[src/rtl/mglsa_pkg.sv]
// Shared types, constants and fixed-point helpers of the MGLSA synthesis filter.
`default_nettype none
package mglsa_pkg;

  localparam int MGLSA_MAX_ORDER  = 31;
  localparam int MGLSA_MAX_STAGES = 8;

  localparam int DATA_W    = 32;
  localparam int ALPHA_W   = 17;
  localparam int ORDER_W   = 5;
  localparam int STAGES_W  = 4;
  localparam int CIDX_W    = 5;
  localparam int CMD_W     = 2;
  localparam int CFG_IDX_W = 3;

  localparam logic signed [DATA_W-1:0]  Q_ONE         = 32'sd65536;
  localparam logic signed [ALPHA_W-1:0] ALPHA_RESET   = 17'sd27525;
  localparam logic [ORDER_W-1:0]        ORDER_RESET   = 5'd24;
  localparam logic [STAGES_W-1:0]       STAGES_RESET  = 4'd1;

  typedef enum logic [CMD_W-1:0] {
    CMD_SAMPLE = 2'd0,
    CMD_LOAD   = 2'd1,
    CMD_CLEAR  = 2'd2
  } cmd_code_t;

  typedef enum logic [CFG_IDX_W-1:0] {
    REG_ALPHA      = 3'd0,
    REG_TRANSPOSED = 3'd1,
    REG_ORDER      = 3'd2,
    REG_STAGES     = 3'd3
  } reg_index_t;

  // Datapath micro-operations, one per cycle.
  typedef enum logic [5:0] {
    UOP_NOP, UOP_START, UOP_LOAD, UOP_BETA, UOP_XLOAD, UOP_OUT,
    UOP_D0, UOP_D1, UOP_D2,
    UOP_L0, UOP_L1, UOP_L2, UOP_L3, UOP_L4, UOP_L5,
    UOP_E0, UOP_E1, UOP_E2,
    UOP_T0, UOP_T1, UOP_T2, UOP_T3, UOP_T4, UOP_T5, UOP_T6,
    UOP_U0, UOP_U1, UOP_U2, UOP_U3, UOP_U4, UOP_U5, UOP_U6
  } uop_t;

  typedef enum logic [5:0] {
    ST_IDLE, ST_BETA, ST_XLOAD,
    ST_D0, ST_D1, ST_D2,
    ST_L0, ST_L1, ST_L2, ST_L3, ST_L4, ST_L5,
    ST_E0, ST_E1, ST_E2,
    ST_T0, ST_T1, ST_T2, ST_T3, ST_T4, ST_T5, ST_T6,
    ST_U0, ST_U1, ST_U2, ST_U3, ST_U4, ST_U5, ST_U6,
    ST_STG, ST_DONE
  } state_t;

  typedef struct packed {
    uop_t uop;
    logic clr;
  } mglsa_cmd_t;

  function automatic logic signed [DATA_W-1:0] sat33(input logic signed [DATA_W:0] v);
    logic signed [DATA_W-1:0] r;
    if (v[DATA_W] != v[DATA_W-1]) begin
      r = v[DATA_W] ? {1'b1, {(DATA_W-1){1'b0}}} : {1'b0, {(DATA_W-1){1'b1}}};
    end else begin
      r = v[DATA_W-1:0];
    end
    return r;
  endfunction

  function automatic logic signed [DATA_W-1:0] qadd(input logic signed [DATA_W-1:0] a,
                                                    input logic signed [DATA_W-1:0] b);
    return sat33({a[DATA_W-1], a} + {b[DATA_W-1], b});
  endfunction

  function automatic logic signed [DATA_W-1:0] qsub(input logic signed [DATA_W-1:0] a,
                                                    input logic signed [DATA_W-1:0] b);
    return sat33({a[DATA_W-1], a} - {b[DATA_W-1], b});
  endfunction

  // Round half up, drop 16 fraction bits, saturate.
  function automatic logic signed [DATA_W-1:0] qround(input logic signed [63:0] p);
    logic signed [63:0] r;
    logic signed [DATA_W-1:0] q;
    r = p + 64'sd32768;
    if ((&r[63:47]) || !(|r[63:47])) begin
      q = r[47:16];
    end else begin
      q = r[63] ? {1'b1, {(DATA_W-1){1'b0}}} : {1'b0, {(DATA_W-1){1'b1}}};
    end
    return q;
  endfunction

endpackage
`default_nettype wire

[src/rtl/mglsa_ctrl.sv]
// Controller: config registers, sequencer FSM, stage and tap counters, handshakes.
`default_nettype none
module mglsa_ctrl import mglsa_pkg::*; #(
  parameter int MAX_ORDER  = MGLSA_MAX_ORDER,
  parameter int MAX_STAGES = MGLSA_MAX_STAGES,
  localparam int OW = $clog2(MAX_ORDER + 1),
  localparam int SW = $clog2(MAX_STAGES + 1),
  localparam int AW = $clog2((MAX_ORDER + 1) * MAX_STAGES)
) (
  input  wire logic                  clk,
  input  wire logic                  rst_n,
  input  wire logic                  in_valid,
  output logic                       in_ready,
  input  wire logic [CMD_W-1:0]      in_command,
  output logic                       out_valid,
  input  wire logic                  out_ready,
  input  wire logic                  cfg_valid,
  output logic                       cfg_ready,
  input  wire logic [CFG_IDX_W-1:0]  cfg_index,
  input  wire logic [DATA_W-1:0]     cfg_data,
  output mglsa_cmd_t                 cmd,
  output logic [AW-1:0]              dly_addr,
  output logic [OW-1:0]              coef_addr,
  output logic signed [ALPHA_W-1:0]  alpha
);

  state_t state_r, state_nxt;
  logic [OW-1:0] j_r, j_nxt;
  logic [SW-1:0] stage_r, stage_nxt;
  logic [AW-1:0] base_r, base_nxt;
  logic          out_valid_r, out_valid_nxt;

  logic signed [ALPHA_W-1:0] alpha_r, alpha_nxt;
  logic                      tf_r, tf_nxt;
  logic [ORDER_W-1:0]        order_r, order_nxt;
  logic [STAGES_W-1:0]       stages_r, stages_nxt;
  logic                      cfg_clr;

  logic          accept, out_free;
  logic [OW-1:0] m_eff;
  logic [SW-1:0] ns_eff;
  logic [AW-1:0] m_ext, j_ext;

  assign accept    = in_valid && in_ready;
  assign in_ready  = (state_r == ST_IDLE);
  assign cfg_ready = 1'b1;
  assign out_valid = out_valid_r;
  assign alpha     = alpha_r;
  assign out_free  = !out_valid_r || out_ready;

  assign m_eff  = (int'(order_r) > MAX_ORDER) ? OW'(MAX_ORDER) : OW'(order_r);
  assign ns_eff = (stages_r == '0) ? SW'(1) :
                  (int'(stages_r) > MAX_STAGES) ? SW'(MAX_STAGES) : SW'(stages_r);
  assign m_ext  = AW'(m_eff);
  assign j_ext  = AW'(j_r);

  // register writes; order or stage change flushes the delays
  always_comb begin
    alpha_nxt  = alpha_r;
    tf_nxt     = tf_r;
    order_nxt  = order_r;
    stages_nxt = stages_r;
    cfg_clr    = 1'b0;
    if (cfg_valid) begin
      case (cfg_index)
        REG_ALPHA:      alpha_nxt = cfg_data[ALPHA_W-1:0];
        REG_TRANSPOSED: tf_nxt    = cfg_data[0];
        REG_ORDER: begin
          order_nxt = cfg_data[ORDER_W-1:0];
          cfg_clr   = (cfg_data[ORDER_W-1:0] != order_r);
        end
        REG_STAGES: begin
          stages_nxt = cfg_data[STAGES_W-1:0];
          cfg_clr    = (cfg_data[STAGES_W-1:0] != stages_r);
        end
        default: ;
      endcase
    end
  end

  // next state and counters
  always_comb begin
    state_nxt     = state_r;
    j_nxt         = j_r;
    stage_nxt     = stage_r;
    base_nxt      = base_r;
    out_valid_nxt = out_valid_r && !out_ready;
    case (state_r)
      ST_IDLE:  if (accept && (in_command == CMD_SAMPLE)) state_nxt = ST_BETA;
      ST_BETA:  state_nxt = ST_XLOAD;
      ST_XLOAD: begin
        stage_nxt = '0;
        base_nxt  = '0;
        if (m_eff == '0)  state_nxt = ST_DONE;
        else if (tf_r)    state_nxt = ST_T0;
        else              state_nxt = ST_D0;
      end
      ST_D0: state_nxt = ST_D1;
      ST_D1: state_nxt = ST_D2;
      ST_D2: begin
        j_nxt     = OW'(1);
        state_nxt = (m_eff == OW'(1)) ? ST_E0 : ST_L0;
      end
      ST_L0: state_nxt = ST_L1;
      ST_L1: state_nxt = ST_L2;
      ST_L2: state_nxt = ST_L3;
      ST_L3: state_nxt = ST_L4;
      ST_L4: state_nxt = ST_L5;
      ST_L5: begin
        j_nxt     = j_r + OW'(1);
        state_nxt = (j_r + OW'(1) == m_eff) ? ST_E0 : ST_L0;
      end
      ST_E0: state_nxt = ST_E1;
      ST_E1: state_nxt = ST_E2;
      ST_E2: state_nxt = ST_STG;
      ST_T0: state_nxt = ST_T1;
      ST_T1: state_nxt = ST_T2;
      ST_T2: state_nxt = ST_T3;
      ST_T3: state_nxt = ST_T4;
      ST_T4: state_nxt = ST_T5;
      ST_T5: state_nxt = ST_T6;
      ST_T6: begin
        j_nxt     = m_eff - OW'(1);
        state_nxt = (m_eff == OW'(1)) ? ST_STG : ST_U0;
      end
      ST_U0: state_nxt = ST_U1;
      ST_U1: state_nxt = ST_U2;
      ST_U2: state_nxt = ST_U3;
      ST_U3: state_nxt = ST_U4;
      ST_U4: state_nxt = ST_U5;
      ST_U5: state_nxt = ST_U6;
      ST_U6: begin
        j_nxt     = j_r - OW'(1);
        state_nxt = (j_r == OW'(1)) ? ST_STG : ST_U0;
      end
      ST_STG: begin
        stage_nxt = stage_r + SW'(1);
        base_nxt  = base_r + m_ext + AW'(1);
        if (stage_r + SW'(1) == ns_eff) state_nxt = ST_DONE;
        else if (tf_r)                  state_nxt = ST_T0;
        else                            state_nxt = ST_D0;
      end
      ST_DONE: begin
        if (out_free) begin
          out_valid_nxt = 1'b1;
          state_nxt     = ST_IDLE;
        end
      end
      default: state_nxt = ST_IDLE;
    endcase
  end

  // datapath commands and addresses
  always_comb begin
    cmd.uop   = UOP_NOP;
    cmd.clr   = cfg_clr || (accept && (in_command == CMD_CLEAR));
    dly_addr  = base_r;
    coef_addr = '0;
    case (state_r)
      ST_IDLE: begin
        if (accept && (in_command == CMD_SAMPLE)) cmd.uop = UOP_START;
        else if (accept && (in_command == CMD_LOAD)) cmd.uop = UOP_LOAD;
      end
      ST_BETA:  cmd.uop = UOP_BETA;
      ST_XLOAD: cmd.uop = UOP_XLOAD;
      ST_D0: begin cmd.uop = UOP_D0; coef_addr = OW'(1); end
      ST_D1: begin cmd.uop = UOP_D1; dly_addr = base_r + AW'(1); end
      ST_D2: cmd.uop = UOP_D2;
      ST_L0: begin
        cmd.uop   = UOP_L0;
        dly_addr  = base_r + j_ext + AW'(1);
        coef_addr = j_r + OW'(1);
      end
      ST_L1: cmd.uop = UOP_L1;
      ST_L2: cmd.uop = UOP_L2;
      ST_L3: cmd.uop = UOP_L3;
      ST_L4: begin cmd.uop = UOP_L4; dly_addr = base_r + j_ext + AW'(1); end
      ST_L5: cmd.uop = UOP_L5;
      ST_E0: begin cmd.uop = UOP_E0; dly_addr = base_r + AW'(1); end
      ST_E1: cmd.uop = UOP_E1;
      ST_E2: cmd.uop = UOP_E2;
      ST_T0: cmd.uop = UOP_T0;
      ST_T1: begin
        cmd.uop   = UOP_T1;
        dly_addr  = base_r + m_ext - AW'(1);
        coef_addr = m_eff;
      end
      ST_T2: cmd.uop = UOP_T2;
      ST_T3: cmd.uop = UOP_T3;
      ST_T4: cmd.uop = UOP_T4;
      ST_T5: begin cmd.uop = UOP_T5; dly_addr = base_r + m_ext; end
      ST_T6: begin cmd.uop = UOP_T6; dly_addr = base_r + m_ext - AW'(1); end
      ST_U0: begin
        cmd.uop   = UOP_U0;
        dly_addr  = base_r + j_ext - AW'(1);
        coef_addr = j_r;
      end
      ST_U1: cmd.uop = UOP_U1;
      ST_U2: cmd.uop = UOP_U2;
      ST_U3: cmd.uop = UOP_U3;
      ST_U4: cmd.uop = UOP_U4;
      ST_U5: cmd.uop = UOP_U5;
      ST_U6: begin cmd.uop = UOP_U6; dly_addr = base_r + j_ext - AW'(1); end
      ST_DONE: if (out_free) cmd.uop = UOP_OUT;
      default: cmd.uop = UOP_NOP;
    endcase
  end

  always_ff @(posedge clk) begin
    if (!rst_n) begin
      state_r     <= ST_IDLE;
      j_r         <= '0;
      stage_r     <= '0;
      base_r      <= '0;
      out_valid_r <= 1'b0;
      alpha_r     <= ALPHA_RESET;
      tf_r        <= 1'b0;
      order_r     <= ORDER_RESET;
      stages_r    <= STAGES_RESET;
    end else begin
      state_r     <= state_nxt;
      j_r         <= j_nxt;
      stage_r     <= stage_nxt;
      base_r      <= base_nxt;
      out_valid_r <= out_valid_nxt;
      alpha_r     <= alpha_nxt;
      tf_r        <= tf_nxt;
      order_r     <= order_nxt;
      stages_r    <= stages_nxt;
    end
  end

endmodule
`default_nettype wire

[config.mk]
export PLATFORM = sky130hd
export DESIGN_NAME = mglsa_ctrl
export DESIGN_NICKNAME = d
export VERILOG_FILES = /design/src/rtl/mglsa_pkg.sv /design/src/rtl/mglsa_ctrl.sv
export SDC_FILE = /design/constraint.sdc
export NUM_CORES = 1
export LEC_CHECK = 0
export BUFFER_PORTS_ARGS = -buffer_cell sky130_fd_sc_hd__buf_4
export CAP_MARGIN = 30
export CORE_MARGIN = 4
export CORE_UTILIZATION = 52
export CTS_CLUSTER_DIAMETER = 40
export DETAILED_ROUTE_END_ITERATION = 6
export GPL_TIMING_DRIVEN = 0
export PLACE_DENSITY = 0.78
export SETUP_SLACK_MARGIN = 0.4
export SYNTH_ARGS = -nofsm -noshare
export SYNTH_HDL_FRONTEND = slang
export SYNTH_SLANG_ARGS = --single-unit
export TNS_END_PERCENT = 5
[constraint.sdc]
create_clock -name clk -period 2.61 [get_ports clk]
set_clock_uncertainty 0.05 [all_clocks]
set_input_delay 0.1305 -clock clk [delete_from_list [all_inputs] [get_ports clk]]
set_output_delay 0.1305 -clock clk [all_outputs]
set_load 0.03 [all_outputs]
Word level (Yosys, flattened, before mapping). Cells that the tools add are included.

Add/subtract/negate cells: 11. Magnitude comparators: 1. Eq/ne operators: 43. Mux-type cells: 25. Reductions and logical operators: 25.

Operators with widths (number): 6-bit one-hot mux with 31 select lines (1); 6-bit one-hot mux with 30 select lines (1); 6-bit by 5-bit == test with 1-bit output (second input constant) (15); 6-bit by 4-bit == test with 1-bit output (second input constant) (8); 5-bit one-hot mux with 4 select lines (2); 8-bit one-hot mux with 5 select lines (1); 4-bit 2-to-1 mux (7); 8-bit by 1-bit adder with 8-bit output (second input constant) (3); 6-bit by 3-bit == test with 1-bit output (second input constant) (4); 8-bit by 5-bit adder with 8-bit output (2); 8-bit one-hot mux with 2 select lines (1); 8-bit by 1-bit subtractor with 8-bit output (second input constant) (2); 6-bit by 2-bit == test with 1-bit output (second input constant) (2); 6-bit 2-to-1 mux (2); 5-bit by 1-bit == test with 1-bit output (second input constant) (2); 5-bit 2-to-1 mux (2); 2-bit AND reduction (5); 5-bit by 1-bit subtractor with 5-bit output (second input constant) (2); 4-bit one-hot mux with 2 select lines (1); 2-bit OR reduction (4); 3-bit by 2-bit == test with 1-bit output (second input constant) (2); 6-bit by 1-bit == test with 1-bit output (second input constant) (1); 6-bit zero test (1); 5-bit by 1-bit adder with 5-bit output (second input constant) (1); 24 further kinds (33).

Register bits after elaboration: 51. Input port bits: 42.

Longest topological paths before layout. Gate-level depths: netlist (run 1).

Depth in word-level cells: 6. Gate-level depth with buffers: 16.

Least setup slack after synthesis (run 1). OpenSTA, ideal clock, no wires.

Kind: reg-to-output. From: reg base_r[0]. To: out dly_addr[7]. Data arrival time: 2.921 ns. Path slack: -0.492 ns. Stages on the path, launching flop included: 15. Path through: dfxtp_1 > ha_1 > inv_1 > fa_1 > nor2b_1 > o21ai_0 > nand2b_1 > xor2_1 > ha_1 > nand3_1 > o211ai_1 > o41ai_1 > xnor3_1 > nand2b_1 > o211ai_1.

Cells in the longest elaborated chain, start to end: 3.

RTL lines: from (decl) (line mglsa_ctrl.sv:30) `logic [AW-1:0] base_r, base_nxt;`; from (signal assigned) (line mglsa_ctrl.sv:224) `base_r <= base_nxt;`; 8-bit by 5-bit adder with 8-bit output (on tied branches); 8-bit by 1-bit subtractor with 8-bit output (tied with other cells) (line mglsa_ctrl.sv:195, mglsa_ctrl.sv:203); 8-bit one-hot mux with 5 select lines (*) (line mglsa_ctrl.sv:159) `case (state_r)`; to (decl) (line mglsa_ctrl.sv:22) `output logic [AW-1:0] dly_addr,`.

Every way passes the cells marked *; elsewhere a longest branch is shown, timed or not.

Final worst setup path (run 1).
From: reg j_r[0]. To: out dly_addr[7].

Cells in the longest elaborated chain, start to end: 3.

RTL lines: from (decl) (line mglsa_ctrl.sv:28) `logic [OW-1:0] j_r, j_nxt;`; from (signal assigned) (line mglsa_ctrl.sv:222) `j_r <= j_nxt;`; 8-bit by 5-bit adder with 8-bit output (*); 8-bit by 1-bit subtractor with 8-bit output or 8-bit by 1-bit adder with 8-bit output (tied branches); 8-bit one-hot mux with 5 select lines (*) (line mglsa_ctrl.sv:159).

Marks and branches as above.

==> metrics.csv, run 1 <==
stage,metric,value,unit
yosys,synth-seq-cells,50,
cells_and_area,instances_no_fill,837,
placed_design,port_buffers,63,
routing,wl_per_cell,17.52,um
power_and_ir_drop,power.density,362.6,nW/um^2
setup_path,critPathMaxFanout,4,
floorplan,row_count,34,
power_and_ir_drop,leakage,2.363,nW
cts,path_clk_slew,0.12,ns
yosys,synth_ff_type,dfxtp_1,
sta,worst_pin_slew,0.9388,ns
placed_design,finalWeightedCongestion,0.9444,
routing,dr.pass1.iters,5,
sta,clock.fmax,293.7,MHz
min_path,hold_path_class,input pin to flip-flop,
yosys,syn_area,4731,um^2
power_and_ir_drop,switching_share,37.19,%
power_and_ir_drop,vdd_drop_max,366.5,uV
setup_path,crit_arrival,3.22,ns
yosys,synth_cells,634,
global_route,antenna_found_initial,0,
outcome,outcome,"finished, violations left",
yosys,yosys.area.top_type_share,21.16,%
floorplan,dieHeight,103.4,um
power_and_ir_drop,p_int,1.338,mW
setup_path,cp_cell_sequence,"ha_4, inv_2, fa_2, nor2b_1, o21ai_1, nand2b_1, xor2_1, ha_1, nand3_1, o211ai_1, o41ai_2, xnor3_1, nand2b_1, o211ai_1, buf_4",
sta,setup_ws,-0.7943,ns
yosys,yosys.area.top_type,dfxtp_1,
global_route,grt_pass1_wl,23800,um
setup_path,slowest_delay,0.40,ns
floorplan,die_width,103.4,um
routing,via_count,5183,
global_route,grt_use_total,27.43,%
cts,clock_sinks,50,
sta,final_hold_viol_count,0,
cts,cts_max_level,2,
placed_design,dp_slack,-0.6584,ns
yosys,synth_cell_types,68,
cells_and_area,num_antenna_cells,0,
cells_and_area,area_growth,24.20,%
sta,drv_slew,0,
power_and_ir_drop,clkPwrFrac,28.2,%
run,cap_violations,0,
routing,dr.first_iter.drc_count,269,
power_and_ir_drop,p_comb_share,34.1,%
cts,clock_latency,0.33,ns
yosys,postSynthAreaPerCell,7.462,um^2
routing,drcViolationCount,0,
placed_design,placed_area,5361,um^2
power_and_ir_drop,power_frac_seq,37.8,%
cts,clockBufferDepth,2,
floorplan,core_region_area,8806,um^2
outcome,violations,negative setup slack,
power_and_ir_drop,power_switching,792.4,uW
yosys,syn_nets,704,
sta,setup_viol_count_final,9,
sta,relSlewSlack,36.53,%
cells_and_area,drive_above_1_share,20.30,%
routing,vias_per_cell,6.192,
routing,ant_nets,0,
global_route,gr-total-overflow,0,
cells_and_area,fin_area,5876,um^2
yosys,yosys_warnings,0,
cells_and_area,nNetsFinal,798,
global_route,grt_max_degree,18,
sta,rsz0062_at_grt,yes,
yosys,synthArstFlopShare,0,%
floorplan,start_util,53.72,%
setup_path,crit_path_start_kind,flip-flop,
placed_design,placedCellCount,805,
cts,cts_tree,yes,
setup_path,worst-setup-path-type,flip-flop to primary output,
sta,period_needed,3.404,ns
floorplan,die_area,10690,um^2
power_and_ir_drop,power,2.131,mW
yosys,synth_area_leaders,"dfxtp_1, ha_1, nand2_1",
yosys,yosysSeqAreaShare,21.16,%
setup_path,required,2.43,ns
sta,fin_crit_sh,130.4,%
cts,numCtsBuffers,5,
routing,wl,14670,um
cts,cts_root_buf,clkbuf_8,
setup_path,critPathBufInv,2,
placed_design,dp.final_hpwl,10910,um
yosys,synth_edf_count,0,
setup_path,crit_slowest_cell,dfxtp_4,
global_route,grt_pass1_vias,4884,
setup_path,path_delay_family,adder cells,
setup_path,setup.worst_path.end_class,primary output,
floorplan,ioPinCount,82,
-- worst reg2reg max path: cells and delay by family (launching register included) --
kind                       cells  cell delay (ns)
AOI/OAI and AO/OA              4             0.91
buffers and inverters          3             0.47
DFF                            1             0.38
adders and majority gates      1             0.28
and+or+nand+nor                1             0.17
muxes                          1             0.17
-- state kept, by name, summed over array words and instances (netlist names) --
name,flops
base_r,8
out_valid,1
m_eff,5
alpha,17
stage_r,4
j_r,5
state_r,5
stages_r,4
tf_r,1
-- power groups by stage --
| stage | clock (mW) | sequential, mW | combinational [mW] |
|---|---|---|---|
| after CTS | 0.606 | 0.805 | 0.697 |
| after global routing | 0.638 | 0.806 | 0.782 |
| after global placement | 0 | 0.823 | 0.668 |
| final | 0.601 | 0.804 | 0.726 |
| after detailed placement | 0 | 0.824 | 0.678 |
| after floorplan | 0 | 0.833 | 0.441 |
-- layer usage --
layer | up-vias | GRT usage, % | routed length [um]
met5 | - | 0 | 0
met4 | 0 | 4.980 | 172
met3 | 15 | 4.427 | 1198
met2 | 241 | 46.62 | 6995
met1 | 2462 | 37.06 | 6301
li1 | 2465 | - | -
-- through the flow --
step,hold slack [ns],setup TNS (ns),utilization (%)
after floorplan,0.2045,-0.8660,-
after global placement,0.2881,-1.528,60.88
after detailed placement,0.2942,-1.747,60.88
after CTS,0.003267,-3.796,63.92
after global routing,0.02024,-5.277,66.72
final,0.002690,-3.706,66.72
-- cells in the mapped netlist, drive strengths merged, types with 7 or more instances --
cell type  instances
a21boi            15
dfxtp             50
nand2             77
o21a               9
nand2b            13
ha                25
clkbuf            29
a221oi            10
nor3              20
and2               9
nand3             25
o21ai             33
a211oi            10
xor2              22
nor2              41
xnor2             31
buf               14
a22oi              7
mux2i             11
o211ai            10
a21oi             32
inv               23
nor2b             28
-- repair_timing --
action                                  in CTS  in global routing
endpoints found under the setup margin      33                 40
pin swaps                                   10                 18
gates cloned                                 0                  0
hold endpoints to repair                     7                  0
hold buffers                                 7                  0
setup buffers                                3                 14
gates resized for setup                     17                 37
-- cells in the final DEF, fill, tap and decap left out, types with 10 or more instances in the layout --
cell type,n
clkbuf_1,26
o21ai_0,30
xnor2_1,30
dfxtp_1,43
nand2_1,77
a221oi_1,10
nand3_1,25
nand2b_1,13
a21boi_0,14
ha_1,22
a21oi_1,29
inv_1,22
o211ai_1,10
nor2b_1,28
buf_4,83
xor2_1,21
nor2_1,38
nor3_1,15
mux2i_1,11
-- kinds of logic after synthesis --
family | Yosys count | synth area share [%]
and+or+nand+nor | 255 | 27.61
AOI/OAI and AO/OA | 168 | 24.73
buffers and inverters | 66 | 5.845
xor gates and xnor gates | 54 | 10.29
DFF | 50 | 21.16
adders and majority gates | 28 | 7.882
muxes | 11 | 2.328
other | 2 | 0.1587
-- final timing paths --
check	from	endpoint	slack (ns)	cells past startpoint
max reg2reg	base_r[1]$_SDFFE_PN0P_	base_r[6]$_SDFFE_PN0P_	0.08	10
max	j_r[0]$_SDFFE_PN0P_	dly_addr[7]	-0.79	15
min	cfg_data[5]	alpha[5]$_SDFFE_PN0P_	0.003	3
min reg2reg	alpha[15]$_SDFFE_PN0P_	alpha[15]$_SDFFE_PN0P_	0.42	2
-- cell type report --
cell class                      count  area, um^2
Multi-Input combinational cell    518        3637
Fill cell                         742        2930
Sequential cell                    50        1022
Timing Repair Buffer               87       678.2
Buffer                             43       198.9
Tap cell                          108       135.1
Inverter                           23       86.33
Clock buffer                        5       68.82
Clock inverter                      3       48.80
Power figures use the tool's default switching activity.
==> run 2: changes to the inputs <==
--- a/config.mk
+++ b/config.mk
@@ -12,6 +12,7 @@
 export CTS_CLUSTER_DIAMETER = 40
 export DETAILED_ROUTE_END_ITERATION = 6
 export GPL_TIMING_DRIVEN = 0
+export MAX_ROUTING_LAYER = met4
 export PLACE_DENSITY = 0.78
 export SETUP_SLACK_MARGIN = 0.4
 export SYNTH_ARGS = -nofsm -noshare
==> metrics.csv, run 2 (synthesis gave the netlist of run 1 again) <==
stage,metric,value,unit,change
sta,clock.fmax,301.4,MHz,was 293.7 MHz
setup_path,critPathBufInv,2,,unchanged
min_path,worst_hold_path.endpoint,alpha[5]$_SDFFE_PN0P_,,unchanged
setup_path,path_depth,15,,unchanged
placed_design,dp_slack,-0.6591,ns,was -0.6584 ns
cells_and_area,nNetsFinal,786,,was 798
cts,cts_root_buf,clkbuf_8,,unchanged
cts,numCtsBuffers,5,,unchanged
cts,path_clk_slew,0.10,ns,was 0.12 ns
sta,final_hold_viol_count,0,,unchanged
sta,setup_ws,-0.7073,ns,was -0.7943 ns
global_route,grt_pass1_vias,5075,,was 4884
routing,dr.pass1.iters,5,,unchanged
sta,setup_viol_count_final,7,,was 9
floorplan,core_region_area,8806,um^2,unchanged
cts,cts_max_level,2,,unchanged
run,cap_violations,0,,unchanged
min_path,hold_depth,3,,unchanged
sta,worst_pin_slew,0.7277,ns,was 0.9388 ns
sta,fin_crit_sh,127.1,%,was 130.4%
routing,vias_per_cell,6.218,,was 6.192
cells_and_area,layout_common_cells,"nand2_1, buf_4, dfxtp_1, nor2_1, xnor2_1",,"was buf_4, nand2_1, dfxtp_1, nor2_1"
routing,wl,14730,um,was 14670 um
power_and_ir_drop,leakage,2.332,nW,was 2.363 nW
routing,dr.first_iter.drc_count,395,,was 269
floorplan,ioPinCount,82,,unchanged
cells_and_area,final_core_util,65.27,%,was 66.72%
routing,ant_nets,0,,unchanged
outcome,outcome,"finished, violations left",,unchanged
min_path,hold_path_class,input pin to flip-flop,,unchanged
cts,clock_sinks,50,,unchanged
cts,clock_latency,0.31,ns,was 0.33 ns
placed_design,port_buffers,63,,unchanged
cells_and_area,num_antenna_cells,0,,unchanged
setup_path,ff2ff_path_depth,8,,was 10
sta,rsz0062_at_grt,yes,,unchanged
setup_path,r2r_slack,0.15,ns,was 0.08 ns
outcome,violations,negative setup slack,,unchanged
power_and_ir_drop,vdd_drop_max,283.2,uV,was 366.5 uV
setup_path,required,2.43,ns,about the same
floorplan,die_width,103.4,um,unchanged
setup_path,cp_cell_sequence,"ha_4, inv_2, fa_2, nor2b_1, o21ai_1, nand2b_1, xor2_1, ha_1, nand3_1, o211ai_1, o41ai_2, xnor3_1, nand2b_4, o211ai_1, buf_4",,"was ha_4, inv_2, fa_2, nor2b_1, o21ai_1, nand2b_1, xor2_1, ha_1, nand3_1, o211ai_1, o41ai_2, xnor3_1, nand2b_1, o211ai_1, buf_4"
sta,drv_slew,0,,unchanged
setup_path,setup.worst_path.end_class,primary output,,unchanged
placed_design,finalWeightedCongestion,0.9498,,was 0.9444
setup_path,crit_path_start_kind,flip-flop,,unchanged
floorplan,dieHeight,103.4,um,unchanged
power_and_ir_drop,power,2.045,mW,was 2.131 mW
floorplan,row_count,34,,unchanged
power_and_ir_drop,power.density,355.7,nW/um^2,was 362.6 nW/um^2
global_route,grt_pass1_wl,24550,um,was 23800 um
cells_and_area,layout_commonest_cell,nand2_1,,was buf_4
routing,via_count,5130,,was 5183
routing,wl_per_cell,17.85,um,was 17.52 um
setup_path,r2r-start,m_eff[1]$_SDFFE_PN0P_,,was base_r[1]$_SDFFE_PN0P_
setup_path,worst-setup-path-type,flip-flop to primary output,,unchanged
sta,period_needed,3.317,ns,was 3.404 ns
routing,drcViolationCount,0,,unchanged
cells_and_area,largest_reg_flops,17,,unchanged
setup_path,crit_arrival,3.14,ns,was 3.22 ns
cells_and_area,drive_above_1_share,19.80,%,was 20.30%
global_route,grt_use_total,29.34,%,was 27.43%
min_path,hold_start,cfg_data[5],,unchanged
global_route,grt_max_degree,17,,was 18
setup_path,timing.rr.end,base_r[6]$_SDFFE_PN0P_,,unchanged
setup_path,crit_slowest_cell,dfxtp_4,,unchanged
sta,relSlewSlack,51.11,%,was 36.53%
setup_path,critPathMaxFanout,4,,unchanged
placed_design,dp.final_hpwl,10940,um,was 10910 um
global_route,antenna_found_initial,0,,unchanged
cts,cts_tree,yes,,unchanged
setup_path,crit_path_start,base_r[0]$_SDFFE_PN0P_,,was j_r[0]$_SDFFE_PN0P_
floorplan,die_area,10690,um^2,unchanged
setup_path,path_delay_family,adder cells,,unchanged
sta,setup_tns,-3.412,ns,was -3.706 ns
global_route,gr-total-overflow,0,,unchanged
cts,clockBufferDepth,2,,unchanged
setup_path,crit_top_cell,o211ai_1,,
cells_and_area,area_growth,21.50,%,was 24.20%
floorplan,start_util,53.72,%,unchanged
setup_path,slowest_delay,0.38,ns,was 0.40 ns
## run 2: cell type report
| class | count | area, um^2 |
|---|---|---|
| buffer | 43 | 210.2 |
| sequential | 50 | 1020 |
| inverter | 23 | 86.33 |
| fill | 798 | 3058 |
| timing repair buffer | 75 | 578.1 |
| multi-input combinational | 518 | 3620 |
| clock buffer | 6 | 82.58 |
| clock inverter | 2 | 16.27 |
| tap | 108 | 135.1 |
## run 2: how the worst max path moves through the flow
| stage | end | slack (ns) |
|---|---|---|
| floorplan | dly_addr[7] | -0.36 |
| global placement | dly_addr[7] | -0.60 |
| detailed placement | dly_addr[7] | -0.66 |
| CTS | dly_addr[7] | -0.70 |
| global route | dly_addr[7] | -0.90 |
| finish | dly_addr[7] | -0.71 |
## run 2: routing by layer
metal | wire length [um] | global-route usage (%) | up-vias | part of all wire (%)
met5 | 0 | - | - | 0
met4 | 175 | 5.677 | 0 | 1.2
met3 | 1044 | 3.689 | 20 | 7.1
met2 | 7115 | 48.82 | 235 | 48
met1 | 6391 | 38.50 | 2439 | 43
li1 | - | - | 2436 | -
## run 2: timing repair
item / 4_1_cts / 5_1_grt
hold buffers: 6 / 0
setup endpoints to repair: 33 / 38
gates cloned: 0 / 0
setup buffers: 6 / 0
hold endpoints to repair: 6 / 0
gates resized for setup: 29 / 26
pin swaps: 13 / 2
## run 2: tightest hold or removal path, stage by stage
cell,delay (ns)
buf_4,0.11
nand2_1,0.04
a21boi_0,0.06
## run 2: report_power, final
part / internal (mW) / switching (mW)
registers: 0.783 / 0.0212
clock network: 0.219 / 0.288
logic: 0.268 / 0.466
total: 1.27 / 0.775
## run 2: through the flow
step                area [um^2]  std cells  hold slack [ns]
floorplan                  4753        634           0.2045
detailed placement         5361        805           0.2927
finish                     5748        825          0.01732
CTS                        5654        825         0.009375
global placement           5361        805           0.2901
global route               5748        825          0.01895
==> run 3: changes to the inputs <==
--- a/config.mk
+++ b/config.mk
@@ -5,13 +5,12 @@
 export SDC_FILE = /design/constraint.sdc
 export NUM_CORES = 1
 export LEC_CHECK = 0
-export BUFFER_PORTS_ARGS = -buffer_cell sky130_fd_sc_hd__buf_4
+export BUFFER_PORTS_ARGS = -buffer_cell sky130_fd_sc_hd__clkbuf_2
 export CAP_MARGIN = 30
 export CORE_MARGIN = 4
 export CORE_UTILIZATION = 52
 export CTS_CLUSTER_DIAMETER = 40
 export DETAILED_ROUTE_END_ITERATION = 6
-export GPL_TIMING_DRIVEN = 0
 export MAX_ROUTING_LAYER = met4
 export PLACE_DENSITY = 0.78
 export SETUP_SLACK_MARGIN = 0.4
==> metrics.csv, run 3 (synthesis gave the netlist of run 1 again) <==
stage,metric,value,unit,change
sta,drv_slew,0,,unchanged
cells_and_area,largest_reg_flops,17,,unchanged
min_path,hold_path_class,input pin to flip-flop,,unchanged
floorplan,die_area,10690,um^2,unchanged
power_and_ir_drop,power.density,332.1,nW/um^2,was 355.7 nW/um^2
setup_path,timing.rr.end,base_r[6]$_SDFFE_PN0P_,,unchanged
sta,worst_pin_slew,0.5918,ns,was 0.7277 ns
cells_and_area,nNetsFinal,812,,was 786
floorplan,start_util,53.72,%,unchanged
cts,numCtsBuffers,5,,unchanged
sta,setup_ws,-0.6697,ns,was -0.7073 ns
global_route,gr-total-overflow,0,,unchanged
setup_path,required,2.43,ns,about the same
routing,dr.pass1.iters,5,,unchanged
sta,setup_viol_count_final,7,,unchanged
cells_and_area,area_growth,25.79,%,was 21.50%
cells_and_area,num_antenna_cells,0,,unchanged
sta,relSlewSlack,60.55,%,was 51.11%
sta,fin_crit_sh,125.7,%,was 127.1%
sta,setup_tns,-3.183,ns,was -3.412 ns
placed_design,port_buffers,64,,was 63
placed_design,placedCellCount,833,,was 805
setup_path,critPathMaxFanout,4,,unchanged
global_route,use_met2,45.00,%,was 48.82%
setup_path,ff2ff_path_depth,10,,was 8
sta,final_hold_viol_count,0,,unchanged
floorplan,die_width,103.4,um,unchanged
routing,vias_per_cell,5.974,,was 6.218
setup_path,setup.worst_path.end_class,primary output,,unchanged
routing,wl_per_cell,16.21,um,was 17.85 um
min_path,hold_start,cfg_data[15],,was cfg_data[5]
routing,dr.first_iter.drc_count,328,,was 395
global_route,grt_max_degree,38,,was 17
global_route,grt_pass1_wl,22700,um,was 24550 um
cts,clock_sinks,50,,unchanged
cts,cts_root_buf,clkbuf_8,,unchanged
setup_path,slowest_delay,0.36,ns,was 0.38 ns
power_and_ir_drop,vdd_drop_max,413.3,uV,was 283.2 uV
cells_and_area,layout_commonest_cell,nand2_1,,unchanged
cells_and_area,drive_above_1_share,25.07,%,was 19.80%
floorplan,core_region_area,8806,um^2,unchanged
min_path,worst_hold_path.endpoint,alpha[15]$_SDFFE_PN0P_,,was alpha[5]$_SDFFE_PN0P_
global_route,met3_usage,4.427,%,was 3.689%
cts,clockBufferDepth,2,,unchanged
cells_and_area,instances_no_fill,850,,was 825
cts,cts_max_level,2,,unchanged
sta,rsz0062_at_grt,yes,,unchanged
cts,post_cts_buffers,0,,was 6
placed_design,dp.final_hpwl,10370,um,was 10940 um
floorplan,ioPinCount,82,,unchanged
sta,holdWs,0.007933,ns,was 0.01732 ns
cells_and_area,layout_common_cells,"nand2_1, buf_4, clkbuf_2, dfxtp_1, nor2_1",,"was nand2_1, buf_4, dfxtp_1, nor2_1, xnor2_1"
setup_path,crit_arrival,3.10,ns,was 3.14 ns
setup_path,r2r_slack,0.12,ns,was 0.15 ns
global_route,busiest_layer,met2,,unchanged
outcome,violations,negative setup slack,,unchanged
placed_design,finalWeightedCongestion,0.9468,,was 0.9498
setup_path,crit_slowest_cell,dfxtp_2,,was dfxtp_4
global_route,grt_pass1_vias,4683,,was 5075
min_path,hold_depth,3,,unchanged
routing,via_count,5078,,was 5130
run,cap_violations,0,,unchanged
global_route,use_met1,34.90,%,was 38.50%
floorplan,row_count,34,,unchanged
setup_path,worst-setup-path-type,flip-flop to primary output,,unchanged
floorplan,dieHeight,103.4,um,unchanged
cts,clock_latency,0.31,ns,about the same
outcome,outcome,"finished, violations left",,unchanged
setup_path,r2r-start,base_r[1]$_SDFFE_PN0P_,,was m_eff[1]$_SDFFE_PN0P_
routing,wl,13780,um,was 14730 um
global_route,antenna_found_initial,0,,unchanged
setup_path,cp_cell_sequence,"ha_4, inv_2, fa_2, nor2b_1, o21ai_1, nand2b_1, xor2_1, ha_1, nand2_1, o211ai_1, o41ai_2, xnor3_1, nand2b_1, o211ai_1, buf_4",,"was ha_4, inv_2, fa_2, nor2b_1, o21ai_1, nand2b_1, xor2_1, ha_1, nand3_1, o211ai_1, o41ai_2, xnor3_1, nand2b_4, o211ai_1, buf_4"
sta,period_needed,3.280,ns,was 3.317 ns
routing,drcViolationCount,0,,unchanged
cells_and_area,final_core_util,67.58,%,was 65.27%
setup_path,crit_path_start_kind,flip-flop,,unchanged
power_and_ir_drop,leakage,2.517,nW,was 2.332 nW
cts,cts_tree,yes,,unchanged
sta,clock.fmax,304.9,MHz,was 301.4 MHz
cts,path_clk_slew,0.09,ns,was 0.10 ns
global_route,grt_use_total,26.87,%,was 29.34%
routing,ant_nets,0,,unchanged
## run 3: cell types whose count changed in the layout (fill, tap and decap cells not counted), moves of 3 or more
cell	previous run	this run
dlygate4sd3_1	6	10
buf_6	1	4
clkbuf_2	6	55
buf_4	74	69
nor3_2	4	1
dfxtp_4	4	1
buf_2	9	0
clkbuf_1	20	0
## run 3: how the worst max path moves through the flow
stage                                      start          end  slack, ns  depth (start not counted)
after floorplan           base_r[0]$_SDFFE_PN0P_  dly_addr[7]      -0.36                         14
after global placement       j_r[0]$_SDFFE_PN0P_  dly_addr[7]      -0.46                         15
after detailed placement     j_r[0]$_SDFFE_PN0P_  dly_addr[7]      -0.58                         15
after CTS                    j_r[0]$_SDFFE_PN0P_  dly_addr[7]      -0.73                         15
after global routing         j_r[2]$_SDFFE_PN0P_  dly_addr[6]      -0.86                         14
final                        j_r[0]$_SDFFE_PN0P_  dly_addr[7]      -0.67                         15
## run 3: metal layers
| layer | vias up | share of wire, % |
|---|---|---|
| li1 | 2493 | - |
| met1 | 2379 | 44 |
| met2 | 195 | 49 |
| met3 | 11 | 6.8 |
| met4 | 0 | 0.65 |
| met5 | - | 0 |
## run 3: cell type report
class	instances	area [um^2]
fillers	720	2855
clock inverters	2	17.52
well taps	108	135.1
flip-flops and latches	50	1010
clock buffers	5	68.82
inverters	23	90.09
repair buffers	144	1010
multi-input cells	518	3620
## run 3: repair_timing
action | in CTS | in global routing
pin swaps | 6 | 7
gates resized for setup | 15 | 47
endpoints found under the setup margin | 25 | 35
hold buffers | 10 | 0
endpoints found under the hold margin | 10 | 0
## run 3: report_power, final
group / switching, mW / internal (mW) / total, mW
clock: 0.276 / 0.191 / 0.467
combinational: 0.447 / 0.257 / 0.704
sequential: 0.0191 / 0.786 / 0.805
## run 3: worst max-delay path, delay by kind of cell, from the launching register on
family / cells / cell delay (ns)
AO/OA/AOI/OAI: 4 / 0.55
XOR/XNOR: 2 / 0.40
adder cells (fa/ha/maj): 3 / 0.76
buffers and inverters: 2 / 0.23
flip-flops: 1 / 0.36
AND/OR/NAND/NOR: 4 / 0.50
## run 3: stage by stage
step | worst slack, ns | cell area, um^2 | power [mW]
after detailed placement | -0.5776 | 5544 | 1.446
final | -0.6697 | 5951 | 1.976
after global routing | -0.8628 | 5951 | 2.083
after global placement | -0.4565 | 5544 | 1.435
after CTS | -0.7281 | 5779 | 1.931
after floorplan | -0.3577 | 4753 | 1.274
